$ cat src/rtl/pulse_position_weight_decoder_core_macros.svh
// ----------------------------------------------------------------------------
// Pulse position weight decoder assertion macros
// Concurrent assertion helpers clocked on clk and disabled during rst.
// ----------------------------------------------------------------------------
`ifndef PULSE_POSITION_WEIGHT_DECODER_CORE_MACROS_SVH
`define PULSE_POSITION_WEIGHT_DECODER_CORE_MACROS_SVH

`ifndef SYNTHESIS
`define PPWD_ASSERT_IMPLY(name, ante, cons) \
  name: assert property (@(posedge clk) disable iff (rst) (ante) |-> (cons)) \
    else $error("assertion failed");
`define PPWD_ASSERT_NEVER(name, cond) \
  name: assert property (@(posedge clk) disable iff (rst) !(cond)) \
    else $error("assertion failed");
`else
`define PPWD_ASSERT_IMPLY(name, ante, cons)
`define PPWD_ASSERT_NEVER(name, cond)
`endif

`endif

$ cat src/rtl/ppwd_pkg.sv
// ----------------------------------------------------------------------------
// ppwd_pkg
// Shared constants, register codes and control types of the decoder.
// ----------------------------------------------------------------------------
package ppwd_pkg;

  localparam int TIME_BITS_DEF = 48;
  localparam int FRAC_BITS_DEF = 4;
  localparam int TIME_MAX_W    = 64;

  localparam int EDGE_W   = 48;
  localparam int MULT_W   = 16;
  localparam int TICK_W   = 16;
  localparam int CODE_W   = 12;
  localparam int DIGIT_W  = 6;
  localparam int SUM_W    = 48;
  localparam int PROD_W   = CODE_W + MULT_W;

  localparam int S_TDATA_W = 64;
  localparam int M_TDATA_W = 80;

  localparam int CFG_DATA_W = 64;
  localparam int CFG_ADDR_W = 5;
  localparam int REG_IDX_W  = 2;

  localparam logic [REG_IDX_W-1:0] REG_TICK   = 2'd0;
  localparam logic [REG_IDX_W-1:0] REG_START  = 2'd1;
  localparam logic [REG_IDX_W-1:0] REG_NESTED = 2'd2;
  localparam logic [REG_IDX_W-1:0] REG_TWIN   = 2'd3;

  localparam logic [TICK_W-1:0] TICK_RESET = 16'd1000;

  localparam logic OP_EDGE    = 1'b0;
  localparam logic OP_RESTART = 1'b1;

  typedef struct packed {
    logic [TICK_W-1:0] tick_period;
    logic [EDGE_W-1:0] start_time;
    logic              nested_mode;
    logic              twin_mode;
  } cfg_t;

  typedef struct packed {
    logic clear;
    logic load;
    logic offs;
    logic start;
    logic read;
    logic digit;
    logic mul;
    logic sum;
  } cmd_t;

  typedef struct packed {
    logic div_done;
    logic emit;
    logic out_busy;
  } stat_t;

endpackage

$ cat src/rtl/ppwd_div.sv
// ----------------------------------------------------------------------------
// ppwd_div
// Restoring divider, two quotient bits per cycle, 16-bit divisor.
// ----------------------------------------------------------------------------
`include "pulse_position_weight_decoder_core_macros.svh"

module ppwd_div #(
  parameter int DIV_W = 52
) (
  input  logic                      clk,
  input  logic                      rst,
  input  logic                      start,
  input  logic [DIV_W-1:0]          dividend,
  input  logic [ppwd_pkg::TICK_W-1:0] divisor,
  output logic [DIV_W-1:0]          quot,
  output logic [ppwd_pkg::TICK_W-1:0] rem,
  output logic                      done
);

  localparam int TW    = ppwd_pkg::TICK_W;
  localparam int ITER  = DIV_W / 2;
  localparam int CNT_W = $clog2(ITER + 1);

  logic [DIV_W-1:0] shreg;
  logic [TW-1:0]    remr;
  logic [TW-1:0]    dvs;
  logic [CNT_W-1:0] cnt;
  logic             busy;

  logic [TW:0]   trial_a;
  logic [TW:0]   trial_b;
  logic          ge_a;
  logic          ge_b;
  logic [TW-1:0] rem_a;
  logic [TW-1:0] rem_b;

  always_comb begin
    trial_a = {remr, shreg[DIV_W-1]};
    ge_a    = trial_a >= {1'b0, dvs};
    rem_a   = ge_a ? TW'(trial_a - {1'b0, dvs}) : TW'(trial_a);
    trial_b = {rem_a, shreg[DIV_W-2]};
    ge_b    = trial_b >= {1'b0, dvs};
    rem_b   = ge_b ? TW'(trial_b - {1'b0, dvs}) : TW'(trial_b);
  end

  always_ff @(posedge clk) begin
    if (rst) begin
      busy <= 1'b0;
      done <= 1'b0;
      cnt  <= '0;
    end else begin
      done <= 1'b0;
      if (start) begin
        busy <= 1'b1;
        cnt  <= CNT_W'(ITER);
      end else if (busy) begin
        cnt <= cnt - 1'b1;
        if (cnt == CNT_W'(1)) begin
          busy <= 1'b0;
          done <= 1'b1;
        end
      end
    end
  end

  always_ff @(posedge clk) begin
    if (start) begin
      shreg <= dividend;
      remr  <= '0;
      dvs   <= divisor;
    end else if (busy) begin
      shreg <= {shreg[DIV_W-3:0], ge_a, ge_b};
      remr  <= rem_b;
    end
  end

  assign quot = shreg;
  assign rem  = remr;

  `PPWD_ASSERT_NEVER(a_div_restart_busy, start && busy)

endmodule

$ cat src/rtl/ppwd_datapath.sv
// ----------------------------------------------------------------------------
// ppwd_datapath
// Slot offset, dial reading, twin averaging, digit joining and saturating sum.
// ----------------------------------------------------------------------------
`include "pulse_position_weight_decoder_core_macros.svh"

module ppwd_datapath #(
  parameter int TIME_BITS = ppwd_pkg::TIME_BITS_DEF,
  parameter int FRAC_BITS = ppwd_pkg::FRAC_BITS_DEF
) (
  input  logic                             clk,
  input  logic                             rst,
  input  ppwd_pkg::cfg_t                   cfg,
  input  ppwd_pkg::cmd_t                   cmd,
  output ppwd_pkg::stat_t                  stat,
  input  logic [ppwd_pkg::S_TDATA_W-1:0]   s_tdata,
  output logic                             m_tvalid,
  input  logic                             m_tready,
  output logic [ppwd_pkg::M_TDATA_W-1:0]   m_tdata
);

  localparam int TB     = TIME_BITS;
  localparam int F      = FRAC_BITS;
  localparam int TW     = ppwd_pkg::TICK_W;
  localparam int CW     = ppwd_pkg::CODE_W;
  localparam int GW     = ppwd_pkg::DIGIT_W;
  localparam int MW     = ppwd_pkg::MULT_W;
  localparam int SW     = ppwd_pkg::SUM_W;
  localparam int PW     = ppwd_pkg::PROD_W;
  localparam int EW     = ppwd_pkg::EDGE_W;
  localparam int XW     = ppwd_pkg::TIME_MAX_W;
  localparam int RW     = CW + F;
  localparam int NW     = GW + F;
  localparam int DW     = TB + F;
  localparam int DWE    = DW + (DW % 2);
  localparam int VW     = RW + 3;
  localparam int PAD_W  = ppwd_pkg::M_TDATA_W - (3 * CW / 1 - CW + 1 + SW);

  localparam logic [RW-1:0] NEST_MASK  = RW'((64'd1 << NW) - 64'd1);
  localparam logic [RW-1:0] HDIAL_FLAT = RW'(1) << (CW - 1 + F);
  localparam logic [RW-1:0] HDIAL_NEST = RW'(1) << (GW - 1 + F);
  localparam logic [RW:0]   HALF_TICK  = (RW + 1)'((64'd1 << F) >> 1);
  localparam logic [VW-1:0] BIG_FLAT   = VW'(1) << RW;
  localparam logic [VW-1:0] BIG_NEST   = VW'(1) << NW;
  localparam logic [VW-1:0] ONE_TICK   = VW'(1) << F;
  localparam logic [VW-1:0] LIM        = VW'(2) << F;

  localparam logic signed [SW-1:0] SUM_MAX = {1'b0, {(SW - 1){1'b1}}};
  localparam logic signed [SW-1:0] SUM_MIN = {1'b1, {(SW - 1){1'b0}}};

  logic [TB-1:0]        edge_t;
  logic signed [MW-1:0] mult;
  logic [TB-1:0]        t_off;
  logic [TB-1:0]        slot_offset;
  logic                 neg;
  logic [RW-1:0]        rd;
  logic [1:0]           edge_phase;
  logic [GW-1:0]        partial;
  logic [RW-1:0]        first_rd;
  logic                 pair_flag;
  logic [CW-1:0]        code_r;
  logic                 flag_r;
  logic signed [PW-1:0] prod;
  logic signed [SW-1:0] run_sum;

  logic [CW-1:0]        out_code;
  logic                 out_flag;
  logic [SW-1:0]        out_sum;

  logic [XW-1:0] edge_x;
  logic [XW-1:0] start_x;
  logic [TB-1:0] edge_in;
  logic [TB-1:0] start_tb;
  logic [TW-1:0] tick_eff;
  logic [TB-1:0] slot_inc;
  logic [TB-1:0] mag;
  logic [DWE-1:0] dividend;
  logic [DWE-1:0] quot;
  logic [TW-1:0]  rem;
  logic           div_done;
  logic [RW-1:0]  q_lo;

  logic [RW-1:0]        big_mask;
  logic [RW-1:0]        r1;
  logic [RW-1:0]        r2;
  logic [RW-1:0]        diff;
  logic                 diff_hi;
  logic signed [VW-1:0] d_s;
  logic signed [VW-1:0] v_s;
  logic                 bad;
  logic [RW:0]          sum_h;
  logic [CW-1:0]        digit_tw;
  logic [CW-1:0]        digit_pl;
  logic [CW-1:0]        digit_raw;
  logic [CW-1:0]        digit;
  logic [CW-1:0]        code_next;

  logic [1:0] phase_mask;
  logic [1:0] phase;
  logic       dd;
  logic       twin_first;
  logic       nest_first;
  logic       emit;

  logic signed [SW:0]   sum_full;
  logic signed [SW-1:0] sum_sat;

  assign edge_x   = {{(XW - EW){1'b0}}, s_tdata[EW-1:0]};
  assign start_x  = {{(XW - EW){1'b0}}, cfg.start_time};
  assign edge_in  = edge_x[TB-1:0];
  assign start_tb = start_x[TB-1:0];
  assign tick_eff = (cfg.tick_period == '0) ? TW'(1) : cfg.tick_period;
  assign slot_inc = cfg.nested_mode ? (TB'(tick_eff) << GW) : (TB'(tick_eff) << CW);
  assign mag      = t_off[TB-1] ? TB'(-t_off) : t_off;
  assign dividend = DWE'(mag) << F;
  assign q_lo     = quot[RW-1:0];

  ppwd_div #(
    .DIV_W (DWE)
  ) u_div (
    .clk      (clk),
    .rst      (rst),
    .start    (cmd.start),
    .dividend (dividend),
    .divisor  (tick_eff),
    .quot     (quot),
    .rem      (rem),
    .done     (div_done)
  );

  // twin pair: rotate the copy back, average along the short way round
  always_comb begin
    big_mask = cfg.nested_mode ? NEST_MASK : '1;
    r1       = first_rd & big_mask;
    r2       = RW'(rd - (cfg.nested_mode ? HDIAL_NEST : HDIAL_FLAT)) & big_mask;
    diff     = RW'(r1 - r2) & big_mask;
    diff_hi  = cfg.nested_mode ? diff[NW-1] : diff[RW-1];
    d_s      = $signed(VW'(diff))
               - (diff_hi ? $signed(cfg.nested_mode ? BIG_NEST : BIG_FLAT) : $signed(VW'(0)));
    bad      = (d_s > $signed(LIM)) || (d_s < -$signed(LIM));
    v_s      = $signed(VW'({r1, 1'b0})) - d_s + $signed(ONE_TICK);
    digit_tw = v_s[F+1 +: CW];
    sum_h    = {1'b0, rd} + HALF_TICK;
    digit_pl = sum_h[F +: CW];
    digit_raw = cfg.twin_mode ? digit_tw : digit_pl;
    digit    = cfg.nested_mode ? {{(CW - GW){1'b0}}, digit_raw[GW-1:0]} : digit_raw;
    code_next = cfg.nested_mode ? {partial, digit[GW-1:0]} : digit;
  end

  always_comb begin
    phase_mask = {cfg.nested_mode & cfg.twin_mode, cfg.nested_mode | cfg.twin_mode};
    phase      = edge_phase & phase_mask;
    dd         = cfg.twin_mode ? phase[1] : phase[0];
    twin_first = cfg.twin_mode && !phase[0];
    nest_first = cfg.nested_mode && !dd;
    emit       = !twin_first && !nest_first;
  end

  always_comb begin
    sum_full = (SW + 1)'(run_sum) + (SW + 1)'(prod);
    if (sum_full[SW] != sum_full[SW-1]) begin
      sum_sat = sum_full[SW] ? SUM_MIN : SUM_MAX;
    end else begin
      sum_sat = sum_full[SW-1:0];
    end
  end

  always_ff @(posedge clk) begin
    if (rst || cmd.clear) begin
      slot_offset <= '0;
      edge_phase  <= '0;
      partial     <= '0;
      first_rd    <= '0;
      pair_flag   <= 1'b0;
      run_sum     <= '0;
    end else begin
      if (cmd.start) begin
        slot_offset <= slot_offset + slot_inc;
      end
      if (cmd.digit) begin
        if (twin_first) begin
          first_rd   <= rd & big_mask;
          edge_phase <= phase + 2'd1;
        end else if (nest_first) begin
          partial    <= digit[GW-1:0];
          edge_phase <= phase + 2'd1;
          if (cfg.twin_mode && bad) begin
            pair_flag <= 1'b1;
          end
        end else begin
          partial    <= '0;
          edge_phase <= '0;
          pair_flag  <= 1'b0;
        end
      end
      if (cmd.sum) begin
        run_sum <= sum_sat;
      end
    end
  end

  always_ff @(posedge clk) begin
    if (cmd.load) begin
      edge_t <= edge_in;
      mult   <= $signed(s_tdata[EW +: MW]);
    end
    if (cmd.offs) begin
      t_off <= edge_t - start_tb - slot_offset;
    end
    if (cmd.start) begin
      neg <= t_off[TB-1];
    end
    if (cmd.read) begin
      rd <= neg ? RW'(~q_lo + RW'(rem == '0)) : q_lo;
    end
    if (cmd.digit && emit) begin
      code_r <= code_next;
      flag_r <= pair_flag | (cfg.twin_mode & bad);
    end
    if (cmd.mul) begin
      prod <= $signed(code_r) * mult;
    end
    if (cmd.sum) begin
      out_code <= code_r;
      out_flag <= flag_r;
      out_sum  <= sum_sat;
    end
  end

  always_ff @(posedge clk) begin
    if (rst) begin
      m_tvalid <= 1'b0;
    end else if (cmd.sum) begin
      m_tvalid <= 1'b1;
    end else if (m_tready) begin
      m_tvalid <= 1'b0;
    end
  end

  assign m_tdata = {{PAD_W{1'b0}}, out_sum, out_flag, out_code, out_code};

  assign stat.div_done = div_done;
  assign stat.emit     = emit;
  assign stat.out_busy = m_tvalid && !m_tready;

  `PPWD_ASSERT_IMPLY(a_load_out_free, cmd.sum, !(m_tvalid && !m_tready))
  `PPWD_ASSERT_IMPLY(a_valid_from_sum, $rose(m_tvalid), $past(cmd.sum))

endmodule

$ cat src/rtl/ppwd_ctrl.sv
// ----------------------------------------------------------------------------
// ppwd_ctrl
// Sequencer stepping one item through offset, divide, digit, multiply, sum.
// ----------------------------------------------------------------------------
module ppwd_ctrl (
  input  logic            clk,
  input  logic            rst,
  input  logic            s_tvalid,
  input  logic            op,
  input  ppwd_pkg::stat_t stat,
  output logic            s_tready,
  output ppwd_pkg::cmd_t  cmd
);

  localparam logic [2:0] S_IDLE  = 3'd0;
  localparam logic [2:0] S_OFFS  = 3'd1;
  localparam logic [2:0] S_START = 3'd2;
  localparam logic [2:0] S_DIV   = 3'd3;
  localparam logic [2:0] S_READ  = 3'd4;
  localparam logic [2:0] S_DIGIT = 3'd5;
  localparam logic [2:0] S_MUL   = 3'd6;
  localparam logic [2:0] S_SUM   = 3'd7;

  logic [2:0] state;
  logic [2:0] state_next;

  always_ff @(posedge clk) begin
    if (rst) begin
      state <= S_IDLE;
    end else begin
      state <= state_next;
    end
  end

  always_comb begin
    state_next = state;
    cmd        = '0;
    s_tready   = 1'b0;
    unique case (state)
      S_IDLE: begin
        s_tready = 1'b1;
        if (s_tvalid) begin
          if (op == ppwd_pkg::OP_RESTART) begin
            cmd.clear = 1'b1;
          end else begin
            cmd.load   = 1'b1;
            state_next = S_OFFS;
          end
        end
      end
      S_OFFS: begin
        cmd.offs   = 1'b1;
        state_next = S_START;
      end
      S_START: begin
        cmd.start  = 1'b1;
        state_next = S_DIV;
      end
      S_DIV: begin
        if (stat.div_done) begin
          state_next = S_READ;
        end
      end
      S_READ: begin
        cmd.read   = 1'b1;
        state_next = S_DIGIT;
      end
      S_DIGIT: begin
        cmd.digit  = 1'b1;
        state_next = stat.emit ? S_MUL : S_IDLE;
      end
      S_MUL: begin
        cmd.mul    = 1'b1;
        state_next = S_SUM;
      end
      S_SUM: begin
        if (!stat.out_busy) begin
          cmd.sum    = 1'b1;
          state_next = S_IDLE;
        end
      end
      default: begin
        state_next = S_IDLE;
      end
    endcase
  end

endmodule

$ cat src/rtl/pulse_position_weight_decoder_core.sv
// ----------------------------------------------------------------------------
// pulse_position_weight_decoder_core
// Sequence: an edge item is loaded on acceptance, then the offset, divider start,
//   divide, read, digit, multiply and sum steps follow; m_tvalid is registered
//   from the sum step. An edge with no result ends after the digit step, and a
//   restart clears in idle. No new item is taken until the last has finished,
//   and the sum step waits for the previous result to leave.
// Reset: synchronous rst clears slot position, phase, sum and output valid;
//   registers return to tick_period 1000, start_time 0, flat, single edges.
// ----------------------------------------------------------------------------
module pulse_position_weight_decoder_core #(
  parameter int TIME_BITS = ppwd_pkg::TIME_BITS_DEF,
  parameter int FRAC_BITS = ppwd_pkg::FRAC_BITS_DEF
) (
  input  logic                              clk,
  input  logic                              rst,
  input  logic                              s_tvalid,
  output logic                              s_tready,
  // [47:0] edge_time, [63:48] multiplier
  input  logic [ppwd_pkg::S_TDATA_W-1:0]    s_tdata,
  // [0] op
  input  logic                              s_tuser,
  output logic                              m_tvalid,
  input  logic                              m_tready,
  // [11:0] weight_code, [23:12] weight_value, [24] twins_disagreed, [72:25] dot_sum
  output logic [ppwd_pkg::M_TDATA_W-1:0]    m_tdata,
  input  logic                              psel,
  input  logic                              penable,
  input  logic                              pwrite,
  input  logic [ppwd_pkg::CFG_ADDR_W-1:0]   paddr,
  input  logic [ppwd_pkg::CFG_DATA_W-1:0]   pwdata,
  output logic [ppwd_pkg::CFG_DATA_W-1:0]   prdata,
  output logic                              pready
);

  localparam int TW = ppwd_pkg::TICK_W;
  localparam int EW = ppwd_pkg::EDGE_W;
  localparam int DW = ppwd_pkg::CFG_DATA_W;
  localparam int IW = ppwd_pkg::REG_IDX_W;

  ppwd_pkg::cfg_t  cfg;
  ppwd_pkg::cmd_t  cmd;
  ppwd_pkg::stat_t stat;

  logic          wr;
  logic [IW-1:0] reg_idx;

  assign pready  = 1'b1;
  assign wr      = psel && penable && pwrite && pready;
  assign reg_idx = paddr[ppwd_pkg::CFG_ADDR_W-1 -: IW];

  always_ff @(posedge clk) begin
    if (rst) begin
      cfg.tick_period <= ppwd_pkg::TICK_RESET;
      cfg.start_time  <= '0;
      cfg.nested_mode <= 1'b0;
      cfg.twin_mode   <= 1'b0;
    end else if (wr) begin
      unique case (reg_idx)
        ppwd_pkg::REG_TICK:   cfg.tick_period <= pwdata[TW-1:0];
        ppwd_pkg::REG_START:  cfg.start_time  <= pwdata[EW-1:0];
        ppwd_pkg::REG_NESTED: cfg.nested_mode <= pwdata[0];
        ppwd_pkg::REG_TWIN:   cfg.twin_mode   <= pwdata[0];
        default: begin
        end
      endcase
    end
  end

  always_comb begin
    unique case (reg_idx)
      ppwd_pkg::REG_TICK:   prdata = DW'(cfg.tick_period);
      ppwd_pkg::REG_START:  prdata = DW'(cfg.start_time);
      ppwd_pkg::REG_NESTED: prdata = DW'(cfg.nested_mode);
      ppwd_pkg::REG_TWIN:   prdata = DW'(cfg.twin_mode);
      default:              prdata = '0;
    endcase
  end

  ppwd_ctrl u_ctrl (
    .clk      (clk),
    .rst      (rst),
    .s_tvalid (s_tvalid),
    .op       (s_tuser),
    .stat     (stat),
    .s_tready (s_tready),
    .cmd      (cmd)
  );

  ppwd_datapath #(
    .TIME_BITS (TIME_BITS),
    .FRAC_BITS (FRAC_BITS)
  ) u_datapath (
    .clk      (clk),
    .rst      (rst),
    .cfg      (cfg),
    .cmd      (cmd),
    .stat     (stat),
    .s_tdata  (s_tdata),
    .m_tvalid (m_tvalid),
    .m_tready (m_tready),
    .m_tdata  (m_tdata)
  );

endmodule

$ cat config.mk
export PLATFORM = sky130hd
export DESIGN_NAME = pulse_position_weight_decoder_core
export DESIGN_NICKNAME = d
export VERILOG_FILES = /design/src/rtl/ppwd_pkg.sv /design/src/rtl/ppwd_div.sv /design/src/rtl/ppwd_datapath.sv /design/src/rtl/ppwd_ctrl.sv /design/src/rtl/pulse_position_weight_decoder_core.sv
export VERILOG_INCLUDE_DIRS = /design/src /design/src/rtl
export SDC_FILE = /design/constraint.sdc
export NUM_CORES = 2
export LEC_CHECK = 0
export ABC_AREA = 0
export BUFFER_PORTS_ARGS = -buffer_cell sky130_fd_sc_hd__buf_2
export CORE_MARGIN = 1
export CORE_UTILIZATION = 35
export DETAILED_ROUTE_END_ITERATION = 8
export SYNTH_ARGS = -nofsm -noshare
export SYNTH_HDL_FRONTEND = slang
export SYNTH_HIERARCHICAL = 1
export SYNTH_SLANG_ARGS = --single-unit
$ cat constraint.sdc
create_clock -name clk -period 5.09 [get_ports clk]
set_input_delay 0.2545 -clock clk [delete_from_list [all_inputs] [get_ports clk]]
set_output_delay 0.2545 -clock clk [all_outputs]
set_load 0.005 [all_outputs]
## Yosys cells after proc, flatten, opt, wreduce, memory -nomap -nowiden

Index checks and enable logic that the tools add are counted.
Widths: inputs -> output; s select.

- Input port bits: 141
- Word-level logic and storage cells: 163
- Output and inout port bits: 147
- Register bits after elaboration: 513

- Add/sub/neg operators: 16
- Eq/ne operators: 17
- Reductions and logical operators: 31
- Multiply operators: 1
- Bitwise operators: 12
- Order comparisons: 4
- Multiplexer cells: 51

Operators by type and width:

| kind | count |
|---|---|
| $pmux 64 s4 | 1 |
| $mux 48 | 3 |
| $mux 52 | 2 |
| $mux 16 | 6 |
| $sub 48x48->48 | 2 |
| $and 16x16->16 | 4 |
| $sub 16x16->16 | 4 |
| $add 48x28->49 | 1 |
| $add 48x48->48 | 1 |
| $neg 48->48 | 1 |
| $mux 12 | 3 |
| $ge 17x16->1 | 2 |
| $logic_not 16->1 | 2 |
| $mul 12x16->28 | 1 |
| $mux 28 | 1 |
| $pmux 3 s8 | 1 |
| $mux 1 | 20 |
| $gt 19x7->1 const B | 1 |
| $lt 19x6->1 const B | 1 |
| $mux 19 | 1 |
| $sub 17x19->19 | 1 |
| $add 17x6->17 const B | 1 |
| $mux 17 | 1 |
| $sub 17x17->17 | 1 |
| other kinds (33) | 70 |

## Logic depth before layout (Yosys ltp)

- Word-level depth: 13
- Depth in mapped cells: 23
- Depth with buffers taken out: 22

## Cells and area by module

Netlist, hierarchy kept.

By module, submodules not included:

| module | cells each | times used | area each (µm²) |
|---|---|---|---|
| ppwd_datapath | 3184 | 1 | 29743.5 |
| ppwd_div | 518 | 1 | 5694.2 |
| pulse_position_weight_decoder_core | 381 | 1 | 3450.8 |
| ppwd_ctrl | 30 | 1 | 231.5 |

## Worst setup path before layout

Ideal clock, no wire load.

- Path kind: register to register
- Start point: register u_datapath.code_r[11]
- End point: register u_datapath.prod[27], data pin
- Cell stages (with the launch flop): 20
- Data required time: 4830 ps
- Path buffers: 1
- Path slack: -514 ps
- Data arrival time: 5344 ps
- Cells stage by stage: edfxtp_1 -> clkbuf_1 -> nand2b_1 -> fa_1 -> fa_1 -> inv_1 -> fa_1 -> inv_1 -> fa_1 -> inv_1 -> fa_1 -> ha_1 -> or3_1 -> o21ai_0 -> a21boi_0 -> o31ai_1 -> o211ai_1 -> a31o_2 -> a21oi_1 -> xnor2_1

- Cells in the longest elaborated chain, start to end: 1

RTL lines:

| item | RTL line | source |
|---|---|---|
| start: declaration | ppwd_datapath.sv:61 | `logic [CW-1:0] code_r;` |
| start signal: assignment | ppwd_datapath.sv:217 | `code_r <= code_next;` |
| $mul 12x16->28 | ppwd_datapath.sv:221 | `prod <= $signed(code_r) * mult;` |
| end signal: assignment | ppwd_datapath.sv:221 |  |
| end: declaration | ppwd_datapath.sv:63 | `logic signed [PW-1:0] prod;` |

Every way passes these cells.
A chain may end at the register's enable or synchronous reset.

## Worst setup path in the final report

- Start point: register u_datapath.mult[3]
- End point: register u_datapath.prod[27], data pin

- Cells in the longest elaborated chain, start to end: 1

RTL lines:

| item | RTL line | source |
|---|---|---|
| start: declaration | ppwd_datapath.sv:52 | `logic signed [MW-1:0] mult;` |
| start signal: assignment | ppwd_datapath.sv:205 | `mult <= $signed(s_tdata[EW +: MW]);` |
| $mul 12x16->28 | ppwd_datapath.sv:221 |  |

Every way passes these cells.

==> results.py <==
metrics = {
    "global_route": {
        "track_usage_pct": 19.7,
        "grt_pass1_vias": 30800,
        "antenna_found_initial": 5,
        "grt_pass1_wl_um": 175000,
        "grt_max_degree": 103,
        "overflow": 0,
    },
    "critical_path": {
        "worstRegToRegCells": 18,
        "cp_top_family": "adder cells",
        "critPathLaunchType": "flip-flop",
        "crit_top_cell": "fa_1",
        "crit_buf_inv": 3,
        "path_depth": 18,
        "critPathSlowestCell": "fa_2",
        "crit_chain": "buf_4 -> nand2b_1 -> fa_1 -> inv_2 -> fa_1 -> fa_1 -> fa_2 -> fa_1 -> ha_4 -> inv_4 -> nor3b_4 -> o21ai_4 -> a21boi_4 -> o31ai_4 -> o211ai_1 -> a31o_2 -> a21oi_2 -> xnor2_1",
        "crit_arrival_ns": 5.74,
        "cpPeakStageDelay_ns": 0.56,
        "end_kind": "flip-flop",
        "critPathMaxFanout": 5,
        "critical_path_required_ns": 5.49,
        "critPathKind": "reg -> reg",
    },
    "sta": {
        "finalClockSkew_ns": 0.0310,
        "finalHoldViolCount": 0,
        "fmax_mhz": 187,
        "finalSetupViolations": 9,
        "worst_pin_slew_ns": 0.999,
        "rsz0062_at_grt": "true",
        "maxSlewHeadroom_pct": 33.2,
        "worst_slack_ns": -0.253,
        "holdWs_ns": 0.0786,
        "finalCriticalPeriod_ns": 5.34,
        "period_share_pct": 105,
        "fin_setup_tns_ns": -1.61,
        "drv_slew": 0,
    },
    "status": {
        "violations": "setup timing",
        "status": "finished, violations left",
    },
    "drt": {
        "ant_nets": 0,
        "wl_per_cell_um": 18.4,
        "firstDrtPassIters": 6,
        "vias": 31600,
        "totalWireLength_um": 113000,
        "via_per_inst": 5.17,
        "drc_errors": 0,
        "drtIter0Drc": 2583,
    },
    "die": {
        "rows": 122,
        "die_w_um": 336,
        "start_util_pct": 35.3,
        "coreArea_um2": 111000,
        "ios": 288,
        "die_height_um": 336,
        "die_area_um2": 113000,
    },
    "clock_tree": {
        "cts_tree": "done",
        "cts.sinks": 507,
        "clk_pin_slew_ns": 0.06,
        "worstSkewPairLatency_ns": 0.68,
        "max-clock-path-buffers": 3,
        "root_buffer": "clkbuf_16",
        "cts_buffers": 59,
        "h-tree-depth": 2,
    },
    "synth": {
        "yosysWarnings": 6,
        "netlist_instances": 4113,
        "synth_cell_type_count": 105,
        "synthArstFlopShare_pct": 0,
        "synthFlopType": "edfxtp_1",
        "synth_edf_count": 299,
        "avgSynthCellArea_um2": 9.51,
        "ys_ff_latch": 507,
        "seq_area_frac_synth_pct": 33.6,
        "synth.cell_area_um2": 39100,
    },
    "place": {
        "portBuffers": 244,
        "dpl.hpwl_um": 87900,
        "place.gp.congestion": 0.924,
        "dpl_cell_area_um2": 42900,
    },
    "power_and_ir_drop": {
        "power_density_nw_per_um2": 344,
        "leakagePower_nw": 19.3,
        "irDropWorstVdd_v": 0.000317,
    },
    "cells_and_area": {
        "area_growth_pct": 19.4,
        "drive_gt1_share_pct": 18.2,
        "layout_commonest_cell": "inv_1",
        "postLayoutCoreUtil_pct": 42.2,
        "finalInstanceArea_um2": 46700,
        "layout_common_cells": "396 x inv_1, 336 x nand2_1, 299 x edfxtp_1, 296 x nor2_1, 251 x ha_1",
        "nets": 5206,
    },
    "hold_path": {
        "min_path_cells": 4,
        "worst_hold_path_type": "in -> reg",
    },
    "flow_run": {
        "cap_violations": 0,
    },
}
## cells in the mapped netlist (all sizes together) (99+ instances only)
cell | instances | area, um2
a21oi | 236 | 1180
inv | 407 | 1530
edfxtp | 299 | 8980
clkbuf | 142 | 544
ha | 266 | 3330
xnor2 | 199 | 1740
fa | 225 | 4500
o21ai | 196 | 988
nor2 | 301 | 1130
nand3 | 99 | 495
and2 | 118 | 738
dfxtp | 208 | 4160
nand2 | 341 | 1280
## layout make-up
cell class / count / area (um2)
Fill cell: 10800 / 64000
Multi-Input combinational cell: 2996 / 23900
Sequential cell: 507 / 13100
Timing Repair Buffer: 601 / 4330
Tap cell: 1488 / 1860
Clock buffer: 75 / 1620
Inverter: 409 / 1540
Clock inverter: 37 / 342
Antenna cell: 4 / 10.0
## layer usage
layer	track usage (%)	vias to the layer above	wire [um]	share of wire [%]
met1	27.7	15300	52400	46
met5	0	-	21	0.019
met2	31.0	1059	49600	44
li1	-	15100	-	-
met4	6.04	4	3250	2.9
met3	2.99	165	7500	6.6
## repair_timing
| action | 4_1_cts | 5_1_grt |
|---|---|---|
| hold endpoints to repair | 128 | 0 |
| buffers inserted | 38 | 14 |
| resized for setup | 28 | 49 |
| hold buffers | 112 | 0 |
| pin swaps | 60 | 50 |
| endpoints found under the setup margin | 8 | 27 |
## worst reg2reg max path: cells and delay by family (launching register included)
family                     cells  cell delay, ns
adders and majority gates      6            2.87
AOI/OAI and AO/OA              6            0.92
DFF                            1            0.49
and+or+nand+nor                2            0.38
buffers and inverters          3            0.30
xor gates and xnor gates       1            0.11
## where the power goes
part           internal (mW)  switching, mW
Combinational           3.29           3.50
Sequential              4.80          0.205
Clock                   2.42           1.88
Total                   10.5           5.58
## kinds of logic after synthesis
group | count (synthesis) | synth area share (%)
AOI/OAI and AO/OA | 871 | 14.8
xor gates and xnor gates | 256 | 5.73
buffers and inverters | 635 | 6.82
and+or+nand+nor | 1221 | 15.4
adders and majority gates | 493 | 20.1
DFF | 507 | 33.6
other | 3 | 0.0288
muxes | 127 | 3.52
## worst paths after layout
check	to	start	slack, ns
worst max register to register	u_datapath/prod[27]$_DFFE_PP_	u_datapath/mult[3]$_DFFE_PP_	-0.25
worst max-delay path	u_datapath/prod[27]$_DFFE_PP_	u_datapath/mult[3]$_DFFE_PP_	-0.25
worst min register to register	u_datapath/out_flag$_DFFE_PP_	u_datapath/flag_r$_DFFE_PP_	0.45
worst min-delay path	cfg[8]$_SDFFE_PP0P_	paddr[4]	0.08
## state kept, by name (all words and copies together), names as in the netlist, 16 cells and up
| signal | cells |
|---|---|
| u_datapath/out_sum | 48 |
| u_datapath/prod | 28 |
| cfg | 66 |
| u_datapath/edge_t | 48 |
| u_datapath/slot_offset | 42 |
| u_datapath/mult | 16 |
| u_datapath/run_sum | 48 |
| u_datapath/u_div/rem | 16 |
| u_datapath/first_rd | 16 |
| u_datapath/t_off | 48 |
| u_datapath/rd | 16 |
| u_datapath/u_div/quot | 52 |
| u_datapath/u_div/dvs | 16 |
## metrics by stage
| stage | setup WS, ns | std cells | power [mW] |
|---|---|---|---|
| final | -0.253 | 6117 | 16.1 |
| after global routing | -0.467 | 6114 | 17.1 |
| after CTS | -0.230 | 6099 | 15.9 |
| after detailed placement | -0.320 | 5837 | 11.2 |
| after global placement | -0.274 | 5837 | 11.1 |
| after floorplan | -0.00119 | 4138 | 9.41 |
No activity file was read; power rests on OpenSTA's default activity.
